## src/rtl/lpfs_pkg.sv

```systemverilog
// ----------------------------------------------------------------------------
// lpfs_pkg
// Shared types and constants of the length-prefixed frame splitter.
// ----------------------------------------------------------------------------
`default_nettype none

package lpfs_pkg;

   localparam int unsigned BYTE_W  = 8;
   localparam int unsigned FLAGS_W = 16;
   localparam int unsigned LEN_W   = 16;
   localparam int unsigned KIND_W  = 2;

   // Result kinds
   typedef enum logic [KIND_W-1:0] {
      KIND_PAYLOAD  = 2'd0,
      KIND_EMPTY    = 2'd1,
      KIND_ZERO_HDR = 2'd2
   } kind_type;

   // One result item
   typedef struct packed {
      kind_type             kind;
      logic [BYTE_W-1:0]    payload_byte;
      logic [FLAGS_W-1:0]   frame_flags;
      logic                 last;
   } result_type;

   // Front to queue write transaction
   typedef struct packed {
      logic       push;
      result_type item;
   } queue_wr_type;

   // Queue to back read side
   typedef struct packed {
      logic       not_empty;
      result_type item;
   } queue_rd_type;

endpackage : lpfs_pkg

`default_nettype wire

```

## src/rtl/length_prefixed_frame_splitter.sv

```systemverilog
// ----------------------------------------------------------------------------
// length_prefixed_frame_splitter
// Splits a byte stream into frames with a little-endian 32-bit header.
// ----------------------------------------------------------------------------
// Usage:
//   req_ channel: one raw stream byte per transaction (req_valid, req_stall).
//   rsp_ channel: results (rsp_valid, rsp_stall): a payload byte with its
//     frame flags and last marker, an empty-frame result, or a zero-header
//     error. Header bytes give no result except the fourth of a zero or
//     zero-length header.
//   csr_ channel: writes size_mask (csr_valid, csr_ready, always ready).
//     The mask is sampled when a header's fourth byte arrives.
//   Throughput: one byte per clock while req_stall is low. A result passes
//   through the result queue, written when its byte is accepted, and then
//   the output register, which loads from the queue head.
//   A receiver stall holds the output register; the result queue keeps
//   taking bytes until it holds QUEUE_DEPTH results, then req_stall rises.
//   Reset clears the frame state and the queue and sets size_mask to all
//   ones; the block is ready in the first cycle after reset.
// ----------------------------------------------------------------------------
`default_nettype none

module length_prefixed_frame_splitter
   import lpfs_pkg::*;
#(
   parameter int unsigned QUEUE_DEPTH = 2
)
(
   input  wire logic                clock,
   input  wire logic                reset,

   input  wire logic                req_valid,
   output logic                     req_stall,
   input  wire logic [BYTE_W-1:0]   req_in_byte,

   output logic                     rsp_valid,
   input  wire logic                rsp_stall,
   output logic [KIND_W-1:0]        rsp_kind,
   output logic [BYTE_W-1:0]        rsp_payload_byte,
   output logic [FLAGS_W-1:0]       rsp_frame_flags,
   output logic                     rsp_last,

   input  wire logic                csr_valid,
   output logic                     csr_ready,
   input  wire logic [LEN_W-1:0]    csr_size_mask
);

   queue_wr_type queue_wr;
   queue_rd_type queue_rd;
   logic         queue_full;
   logic         pop;
   logic         accept;
   result_type   rsp_item;

   assign req_stall = queue_full;
   assign accept    = req_valid && !queue_full;
   assign csr_ready = 1'b1;

   lpfs_front u_front (
      .clock     (clock),
      .reset     (reset),
      .accept    (accept),
      .in_byte   (req_in_byte),
      .csr_write (csr_valid),
      .csr_data  (csr_size_mask),
      .queue_wr  (queue_wr)
   );

   lpfs_queue #(
      .DEPTH (QUEUE_DEPTH)
   ) u_queue (
      .clock    (clock),
      .reset    (reset),
      .queue_wr (queue_wr),
      .pop      (pop),
      .queue_rd (queue_rd),
      .full     (queue_full)
   );

   lpfs_back u_back (
      .clock     (clock),
      .reset     (reset),
      .queue_rd  (queue_rd),
      .pop       (pop),
      .rsp_stall (rsp_stall),
      .rsp_valid (rsp_valid),
      .rsp_item  (rsp_item)
   );

   // Unpack the result register
   assign rsp_kind         = rsp_item.kind;
   assign rsp_payload_byte = rsp_item.payload_byte;
   assign rsp_frame_flags  = rsp_item.frame_flags;
   assign rsp_last         = rsp_item.last;

endmodule : length_prefixed_frame_splitter

`default_nettype wire

```

## src/rtl/lpfs_front.sv

```systemverilog
// ----------------------------------------------------------------------------
// lpfs_front
// Header collector and classifier: takes one byte per transaction, tracks the
// frame state and writes at most one result per byte into the queue.
// ----------------------------------------------------------------------------
`default_nettype none

module lpfs_front
   import lpfs_pkg::*;
(
   input  wire logic               clock,
   input  wire logic               reset,
   input  wire logic               accept,
   input  wire logic [BYTE_W-1:0]  in_byte,
   input  wire logic               csr_write,
   input  wire logic [LEN_W-1:0]   csr_data,
   output queue_wr_type            queue_wr
);

   logic [23:0]          header_low_bytes_ff, header_low_bytes_in;
   logic [1:0]           header_count_ff, header_count_in;
   logic                 in_payload_ff, in_payload_in;
   logic [LEN_W-1:0]     bytes_left_ff, bytes_left_in;
   logic [FLAGS_W-1:0]   held_flags_ff, held_flags_in;
   logic [LEN_W-1:0]     size_mask_ff, size_mask_in;

   logic [FLAGS_W-1:0]   hdr_flags;
   logic [LEN_W-1:0]     hdr_len;
   logic                 hdr_zero;

   // Decode the header as if this byte completes it
   assign hdr_flags = {in_byte, header_low_bytes_ff[23:16]};
   assign hdr_len   = header_low_bytes_ff[15:0] & size_mask_ff;
   assign hdr_zero  = (header_low_bytes_ff == 24'd0) && (in_byte == 8'd0);

   // Advance frame state and build the result
   always_comb begin
      header_low_bytes_in = header_low_bytes_ff;
      header_count_in     = header_count_ff;
      in_payload_in       = in_payload_ff;
      bytes_left_in       = bytes_left_ff;
      held_flags_in       = held_flags_ff;
      size_mask_in        = csr_write ? csr_data : size_mask_ff;

      queue_wr.push              = 1'b0;
      queue_wr.item.kind         = KIND_PAYLOAD;
      queue_wr.item.payload_byte = in_byte;
      queue_wr.item.frame_flags  = held_flags_ff;
      queue_wr.item.last         = (bytes_left_ff == LEN_W'(1));

      if (accept) begin
         if (in_payload_ff) begin
            queue_wr.push = 1'b1;
            bytes_left_in = bytes_left_ff - LEN_W'(1);
            if (bytes_left_ff == LEN_W'(1)) begin
               in_payload_in = 1'b0;
            end
         end else if (header_count_ff != 2'd3) begin
            case (header_count_ff)
               2'd0:    header_low_bytes_in[7:0]   = in_byte;
               2'd1:    header_low_bytes_in[15:8]  = in_byte;
               2'd2:    header_low_bytes_in[23:16] = in_byte;
               default: header_low_bytes_in        = header_low_bytes_ff;
            endcase
            header_count_in = header_count_ff + 2'd1;
         end else begin
            header_low_bytes_in = 24'd0;
            header_count_in     = 2'd0;
            if (hdr_zero) begin
               queue_wr.push              = 1'b1;
               queue_wr.item.kind         = KIND_ZERO_HDR;
               queue_wr.item.payload_byte = '0;
               queue_wr.item.frame_flags  = '0;
               queue_wr.item.last         = 1'b0;
            end else if (hdr_len == '0) begin
               queue_wr.push              = 1'b1;
               queue_wr.item.kind         = KIND_EMPTY;
               queue_wr.item.payload_byte = '0;
               queue_wr.item.frame_flags  = hdr_flags;
               queue_wr.item.last         = 1'b1;
            end else begin
               in_payload_in = 1'b1;
               bytes_left_in = hdr_len;
               held_flags_in = hdr_flags;
            end
         end
      end
   end

   // Hold frame state
   always_ff @(posedge clock) begin
      if (reset) begin
         header_low_bytes_ff <= '0;
         header_count_ff     <= '0;
         in_payload_ff       <= 1'b0;
         bytes_left_ff       <= '0;
         held_flags_ff       <= '0;
         size_mask_ff        <= '1;
      end else begin
         header_low_bytes_ff <= header_low_bytes_in;
         header_count_ff     <= header_count_in;
         in_payload_ff       <= in_payload_in;
         bytes_left_ff       <= bytes_left_in;
         held_flags_ff       <= held_flags_in;
         size_mask_ff        <= size_mask_in;
      end
   end

endmodule : lpfs_front

`default_nettype wire

```

## src/rtl/lpfs_queue.sv

```systemverilog
// ----------------------------------------------------------------------------
// lpfs_queue
// Short result queue between the front classifier and the output stage.
// ----------------------------------------------------------------------------
`default_nettype none

module lpfs_queue
   import lpfs_pkg::*;
#(
   parameter int unsigned DEPTH = 2
)
(
   input  wire logic    clock,
   input  wire logic    reset,
   input  queue_wr_type queue_wr,
   input  wire logic    pop,
   output queue_rd_type queue_rd,
   output logic         full
);

   localparam int unsigned PTR_W = (DEPTH > 1) ? $clog2(DEPTH) : 1;
   localparam int unsigned CNT_W = $clog2(DEPTH + 1);

   result_type           entry_ff [DEPTH];
   logic [PTR_W-1:0]     wr_ptr_ff, wr_ptr_in;
   logic [PTR_W-1:0]     rd_ptr_ff, rd_ptr_in;
   logic [CNT_W-1:0]     count_ff, count_in;
   logic                 do_pop;

   assign do_pop             = pop && (count_ff != '0);
   assign full               = (count_ff == CNT_W'(DEPTH));
   assign queue_rd.not_empty = (count_ff != '0);
   assign queue_rd.item      = entry_ff[rd_ptr_ff];

   // Advance pointers and occupancy
   always_comb begin
      wr_ptr_in = wr_ptr_ff;
      rd_ptr_in = rd_ptr_ff;
      count_in  = count_ff;
      if (queue_wr.push) begin
         wr_ptr_in = (wr_ptr_ff == PTR_W'(DEPTH - 1)) ? '0 : wr_ptr_ff + PTR_W'(1);
      end
      if (do_pop) begin
         rd_ptr_in = (rd_ptr_ff == PTR_W'(DEPTH - 1)) ? '0 : rd_ptr_ff + PTR_W'(1);
      end
      case ({queue_wr.push, do_pop})
         2'b10:   count_in = count_ff + CNT_W'(1);
         2'b01:   count_in = count_ff - CNT_W'(1);
         default: count_in = count_ff;
      endcase
   end

   always_ff @(posedge clock) begin
      if (reset) begin
         wr_ptr_ff <= '0;
         rd_ptr_ff <= '0;
         count_ff  <= '0;
      end else begin
         wr_ptr_ff <= wr_ptr_in;
         rd_ptr_ff <= rd_ptr_in;
         count_ff  <= count_in;
      end
   end

   // Store entries
   always_ff @(posedge clock) begin
      if (queue_wr.push) begin
         entry_ff[wr_ptr_ff] <= queue_wr.item;
      end
   end

endmodule : lpfs_queue

`default_nettype wire

```

## src/rtl/lpfs_back.sv

```systemverilog
// ----------------------------------------------------------------------------
// lpfs_back
// Output stage: moves the queue head into the result register and holds it
// while the receiver stalls.
// ----------------------------------------------------------------------------
`default_nettype none

module lpfs_back
   import lpfs_pkg::*;
(
   input  wire logic    clock,
   input  wire logic    reset,
   input  queue_rd_type queue_rd,
   output logic         pop,
   input  wire logic    rsp_stall,
   output logic         rsp_valid,
   output result_type   rsp_item
);

   logic       rsp_valid_ff, rsp_valid_in;
   result_type rsp_item_ff, rsp_item_in;
   logic       load;

   // Load when the register is empty or its transaction completes
   assign load         = !rsp_valid_ff || !rsp_stall;
   assign pop          = load && queue_rd.not_empty;
   assign rsp_valid_in = load ? queue_rd.not_empty : rsp_valid_ff;
   assign rsp_item_in  = pop ? queue_rd.item : rsp_item_ff;

   always_ff @(posedge clock) begin
      if (reset) begin
         rsp_valid_ff <= 1'b0;
      end else begin
         rsp_valid_ff <= rsp_valid_in;
      end
   end

   // Hold payload while stalled
   always_ff @(posedge clock) begin
      rsp_item_ff <= rsp_item_in;
   end

   assign rsp_valid = rsp_valid_ff;
   assign rsp_item  = rsp_item_ff;

endmodule : lpfs_back

`default_nettype wire

```

## config.mk

```make
export PLATFORM = sky130hd
export DESIGN_NAME = length_prefixed_frame_splitter
export DESIGN_NICKNAME = d
export VERILOG_FILES = /design/src/rtl/lpfs_pkg.sv /design/src/rtl/length_prefixed_frame_splitter.sv /design/src/rtl/lpfs_front.sv /design/src/rtl/lpfs_queue.sv /design/src/rtl/lpfs_back.sv
export SDC_FILE = /design/constraint.sdc
export NUM_CORES = 1
export LEC_CHECK = 0
export BUFFER_PORTS_ARGS = -buffer_cell sky130_fd_sc_hd__buf_2
export CAP_MARGIN = 20
export CORE_UTILIZATION = 59
export CTS_CLUSTER_SIZE = 8
export DETAILED_ROUTE_END_ITERATION = 10
export GPL_ROUTABILITY_DRIVEN = 1
export PLACE_DENSITY = 0.81
export SLEW_MARGIN = 0
export SYNTH_ARGS = -nofsm -noshare
export SYNTH_HDL_FRONTEND = slang
export SYNTH_SLANG_ARGS = --single-unit
```

## constraint.sdc

```tcl
create_clock -name clock -period 5.2 [get_ports clock]
set_clock_uncertainty 0.1 [all_clocks]
set_input_delay 0.78 -clock clock [delete_from_list [all_inputs] [get_ports clock]]
set_output_delay 0.78 -clock clock [all_outputs]
set_load 0.005 [all_outputs]
```

# Word level (Yosys, flattened, before mapping)
# Memory sizes are Yosys's and may differ from the RTL's. A register that Yosys moved wholly into a read port is not among the register bits.
# Index checks and enable logic that the tools add are counted.
# W data, S select, Z words.
dict set report totals {
  regBits 80
  ram_bits 54
  mem_bits_ro 0
  mem_count 1
  latchBits 0
  inputBits 29
  out_inout_bits 30
}
dict set report classes {
  shifts 0
  div 0
  muxes 25
  eq_ne 13
  n_addsub 6
  magnitude_cmp 0
  n_reduce_logical 20
  bitwise 5
  mul 0
}
# name words width rd rd_ports_with_merged_regs write_ports line_no
set memory_table {}
lappend memory_table {u_queue.entry_ff 2 27 1 1 1 lpfs_queue.sv:24} ;# result_type entry_ff [DEPTH];
# operator n
set op_table {}
lappend op_table {{$mux W28} 4}
lappend op_table {{$mux W16} 4}
lappend op_table {{$mux W27} 1}
lappend op_table {{$logic_not A24 Y1} 1}
lappend op_table {{$mux W24} 1}
lappend op_table {{$mux W8} 3}
lappend op_table {{$and A16 B16 Y16} 1}
lappend op_table {{$eq A16 B1 Y1 const B} 1}
lappend op_table {{$logic_not A16 Y1} 1}
lappend op_table {{$sub A16 B1 Y16 const B} 1}
lappend op_table {{$mux W1} 10}
lappend op_table {{$reduce_and A3 Y1} 3}
lappend op_table {{$logic_not A8 Y1} 1}
lappend op_table {{$ne A2 B2 Y1 const B} 4}
lappend op_table {{$eq A2 B2 Y1 const B} 3}
lappend op_table {{$ne A2 B1 Y1 const B} 3}
lappend op_table {{$reduce_and A5 Y1} 1}
lappend op_table {{$add A2 B1 Y2 const B} 2}
lappend op_table {{$eq A2 B1 Y1 const B} 2}
lappend op_table {{$logic_and A1 B1 Y1} 4}
lappend op_table {{$not A1 Y1} 4}
lappend op_table {{$pmux W2 S2} 1}
lappend op_table {{$reduce_and A4 Y1} 1}
lappend op_table {{$reduce_bool A2 Y1} 2}
lappend op_table {{7 further kinds} 10}

# Longest topological paths before layout
dict set report logic_depth {
  depth_word 9
  ltp_mapped 10
}

# Modules after synthesis
# Synthesis repeated with hierarchy kept, for this count alone.
dict set report hier_totals {
  cells_unflattened 618
  area_unflattened_um2 6830.3
}
# module cells_each seq_area_each_um2 n_inst area_each_um2
set modules_own_cells {}
lappend modules_own_cells {lpfs_front 477 1501.4 1 3802.4}
lappend modules_own_cells {lpfs_queue 107 1721.7 1 2155.8}
lappend modules_own_cells {lpfs_back 31 830.8 1 847.1}
lappend modules_own_cells {length_prefixed_frame_splitter 3 0.0 1 25.0}

# Least setup slack after synthesis
# OpenSTA, ideal clock, no wires.
dict set report synth_path {
  path_type {reg-to-reg}
  startpoint {register u_front.header_low_bytes_ff[10]}
  endpoint {memory u_queue.entry_ff[1][0] in the netlist's numbering (enable)}
  path_stages_with_launch 7
  n_path_buf 1
  slack_ps 1252
  arrival_ps 3397
  period_less_slack_ps 3948
  cell_sequence {dfxtp_1 -> a22oi_2 -> nand3_2 -> nor4_4 -> buf_4 -> a21oi_1 -> nor3b_1}
}
dict set report synth_between {
  elab_chain_len 9
}
# item line_no
set synth_lines {}
lappend synth_lines {{from (decl)} lpfs_front.sv:20} ;# logic [23:0] header_low_bytes_ff, header_low_bytes_in;
lappend synth_lines {{from (signal assigned)} lpfs_front.sv:100} ;# header_low_bytes_ff <= header_low_bytes_in;
lappend synth_lines {{$and A16 B16 Y16} lpfs_front.sv:33} ;# assign hdr_len = header_low_bytes_ff[15:0] & size_mask_ff;
lappend synth_lines {{$logic_not A16 Y1} lpfs_front.sv:75} ;# end else if (hdr_len == '0) begin
lappend synth_lines {{$mux W28} lpfs_front.sv:75}
lappend synth_lines {{$mux W28 *} lpfs_front.sv:69} ;# if (hdr_zero) begin
lappend synth_lines {{$mux W28 *} lpfs_front.sv:58} ;# end else if (header_count_ff != 2'd3) begin
lappend synth_lines {{$mux W1 *} lpfs_front.sv:52} ;# if (in_payload_ff) begin
lappend synth_lines {{$mux W28 *} lpfs_front.sv:51} ;# if (accept) begin
lappend synth_lines {{$mux W1 *} lpfs_queue.sv:67} ;# if (queue_wr.push) begin
lappend synth_lines {{$mux W1 (not written as such) *} lpfs_queue.sv:68} ;# entry_ff[wr_ptr_ff] <= queue_wr.item;
lappend synth_lines {{to (decl)} lpfs_queue.sv:24}
# Mark *: on every way between the ends. The rest lies on a longest branch, timed or not.

==> impl_metrics.py <==
metrics = {
    "cts": {
        "cts_tree": "done",
        "clock_latency_ns": 0.42,
        "clkTransAtPathRegs_ns": 0.07,
        "inserted_clock_buffers": 17,
        "cts_num_sinks": 161,
        "post_cts.repair.setup_buffers": 0,
        "resized_after_cts": 0,
        "clock_tree.buffer_depth": 2,
        "cts_root_buf": "sky130_fd_sc_hd__clkbuf_16",
        "holdBufCountCts": 0,
        "htree_levels": 4,
    },
    "global_routing": {
        "grt_overflow_total": 0,
        "first_global_vias": 4800,
        "grt_start_max_net_pins": 67,
        "groute.layer.met1.usage_pct": 36.59,
        "grt_util_met3_pct": 4.327,
        "globalRoute.busiestLayer": "met2",
        "grt_usage_pct": 27.53,
        "first_pass_grt_wire_length_um": 24890,
        "antenna_found_initial": 0,
        "global_route.usage.met2_pct": 45.31,
    },
    "sta": {
        "fmaxAchievable_mhz": 339.7,
        "fin_crit_sh_pct": 56.61,
        "slew_violations": 0,
        "worst-slew-pin-transition_ns": 0.8221,
        "setup_viol": 0,
        "worst_slew_margin_rel_pct": 44.89,
        "fin_tns_setup_ns": 0,
        "final_hold_viol_count": 0,
        "period_minus_slack_ns": 2.944,
        "grt_setup_unrepaired": "no",
    },
    "setup_path": {
        "ff_to_ff_path_depth": 6,
        "startpoint_type_of_the_worst_setup_path": "register",
        "crit_arrival_ns": 2.99,
        "worst-setup-path-type": "register to register",
        "critical_path_peak_fanout": 18,
        "nature_of_the_critical_path_endpoint": "register",
        "required_ns": 5.24,
    },
    "cells_and_area": {
        "final_layout_size_suffix_gt1_share_pct": 22.86,
        "diodes": 0,
        "layout.cells.most_common": "sky130_fd_sc_hd__edfxtp_1",
        "area_growth_syn_to_layout_pct": 13.92,
        "finalNetCount": 687,
        "layout_common_cells": "sky130_fd_sc_hd__edfxtp_1 (81), sky130_fd_sc_hd__dfxtp_1 (80), sky130_fd_sc_hd__buf_2 (57)",
    },
    "synthesis": {
        "synth.distinct_cells": 51,
        "synth.ff_latch_count": 161,
        "postSynthNetCount": 642,
        "synth_enable_flop_cells": 81,
        "mean_post_synth_cell_area_um2": 11.33,
        "synth.top_cells.by_area": "sky130_fd_sc_hd__edfxtp_1 (35%), sky130_fd_sc_hd__dfxtp_1 (23%), sky130_fd_sc_hd__mux2_2 (5.6%)",
        "async_flop_share_pct": 0,
        "yosysWarnings": 0,
        "synth.largest_area_cell": "sky130_fd_sc_hd__edfxtp_1",
        "post_synth_inst_count": 607,
        "netlist.area_leader.share_pct": 35.38,
        "ys_seq_area_share_pct": 58.67,
        "syn_area_um2": 6875,
        "synthFlopType": "sky130_fd_sc_hd__edfxtp_1",
    },
    "drt": {
        "routed_via_density": 6.219,
        "wl_per_cell_um": 19.35,
        "route.vias.total": 5025,
        "routed_wl_um": 15640,
        "drt_first_pass_iters": 7,
        "drt_first_iter_violations": 554,
        "number_of_routed_nets_with_antenna_violations": 0,
        "drc": 0,
    },
    "outcome": {
        "status": "finished, final reports clean",
    },
    "worst_hold_path": {
        "min_path_cells": 2,
        "hold_path.class": "register to register",
    },
    "power": {
        "pwr-share-comb_pct": 17.7,
        "power.net_switching_uw": 1021,
        "cellInternalPower_uw": 2317,
        "vdd_ir_drop_max_v": 0.0003060,
        "power.density_nw_per_um2": 426.2,
        "share_seq_of_total_power_pct": 45.5,
        "fin_total_pwr_uw": 3338,
        "power_switching_share_pct": 30.58,
        "p_leak_uw": 0.002949,
        "clockPowerShare_pct": 36.7,
    },
    "die": {
        "placementRows": 39,
        "die_area_um2": 12090,
        "io_pins": 59,
        "core_um2": 11370,
        "die_h_um": 110.0,
        "initial_utilization_pct": 60.47,
        "die_width_um": 110.0,
    },
    "flow_run": {
        "timing.max_cap.violations": 0,
    },
    "placed_design": {
        "dp.final_hpwl_um": 10160,
        "gp_routability_congestion": 0.8935,
        "port-buffer-count": 57,
    },
}
## kinds of logic (layout without fill, tap and decap cells)
group | count (synthesis) | in the layout | share of synthesized area (%)
AND/OR/NAND/NOR | 194 | 194 | 14.52
multiplexers | 64 | 64 | 10.66
AO/OA/AOI/OAI | 126 | 126 | 11.28
flip-flops | 161 | 161 | 58.67
adder cells (fa/ha/maj) | 6 | 6 | 1.092
XOR/XNOR | 5 | 5 | 0.6371
buffers and inverters | 50 | 108 | 3.075
other | 1 | 1 | 0.05454
## through the flow
stage               area [um^2]  hold slack, ns  std cells  setup WS [ns]  utilization (%)
floorplan                  6875          0.3414        607          1.252                -
global placement           7243          0.3580        776          2.251            63.71
detailed placement         7243          0.3681        776          2.093            63.71
CTS                        7833          0.3787        808          2.335            68.89
global route               7833          0.3996        808          2.049            68.89
finish                     7833          0.3781        808          2.256            68.89
## power by group through the flow
stage | clock, uW | combinational, uW | sequential, uW
6_report | 1230 | 592 | 1520
2_1_floorplan | 0 | 406 | 1540
3_5_place_dp | 0 | 580 | 1550
4_1_cts | 1230 | 589 | 1520
5_1_grt | 1290 | 649 | 1530
3_3_place_gp | 0 | 558 | 1540
## critical path, stage by stage (launching register included)
cell and delay [ns]:
sky130_fd_sc_hd__dfxtp_1 0.41, sky130_fd_sc_hd__nand2b_1 0.20, sky130_fd_sc_hd__inv_1 0.14, sky130_fd_sc_hd__nor3_2 0.65
sky130_fd_sc_hd__nand2_1 0.61, sky130_fd_sc_hd__nor3_1 0.45, sky130_fd_sc_hd__a21oi_1 0.11
## final timing paths
path,start,endpoint,slack [ns]
hold reg to reg,u_front.header_low_bytes_ff[3],u_front.header_low_bytes_ff[3],0.38
setup reg to reg,u_queue.count_ff[0],u_queue.entry_ff[0][0],2.26
hold / removal,u_front.header_low_bytes_ff[3],u_front.header_low_bytes_ff[3],0.38
setup / recovery,u_queue.count_ff[0],u_queue.entry_ff[0][0],2.26
## registers in the layout, summed over array words and instances, names as in the netlist
name and flops:
u_front.bytes_left_ff 16, u_queue.wr_ptr_ff 1, u_back.rsp_item 27, u_front.header_count_ff 2, u_front.size_mask_ff 16, u_back.rsp_valid 1
u_front.header_low_bytes_ff 24, u_front.in_payload_ff 1, u_queue.rd_ptr_ff 1, u_front.held_flags_ff 16, u_queue.count_ff 2, u_queue.entry_ff 54
## cell type report
type | instances | area (um^2)
Clock buffer | 17 | 425.4
Clock inverter | 15 | 163.9
Fill cell | 790 | 3537
Inverter | 11 | 41.29
Multi-Input combinational cell | 396 | 2644
Sequential cell | 161 | 4034
Tap cell | 143 | 178.9
Timing Repair Buffer | 65 | 345.3
## cell usage after synthesis (14+ instances only)
library cell	number
sky130_fd_sc_hd__a21oi_1	41
sky130_fd_sc_hd__a22oi_1	17
sky130_fd_sc_hd__a31oi_1	14
sky130_fd_sc_hd__clkbuf_1	24
sky130_fd_sc_hd__dfxtp_1	80
sky130_fd_sc_hd__edfxtp_1	81
sky130_fd_sc_hd__mux2_2	34
sky130_fd_sc_hd__mux2i_1	20
sky130_fd_sc_hd__nand2_1	50
sky130_fd_sc_hd__nand3_1	41
sky130_fd_sc_hd__nor2_1	34
sky130_fd_sc_hd__o21ai_0	28
## layer usage
| layer | part of all wire, % | vias to the layer above |
|---|---|---|
| li1 | - | 2347 |
| met1 | 43 | 2440 |
| met2 | 50 | 219 |
| met3 | 6.1 | 19 |
| met4 | 1.5 | 0 |
| met5 | 0 | - |
Note: power is estimated with default switching activity, not from simulation.
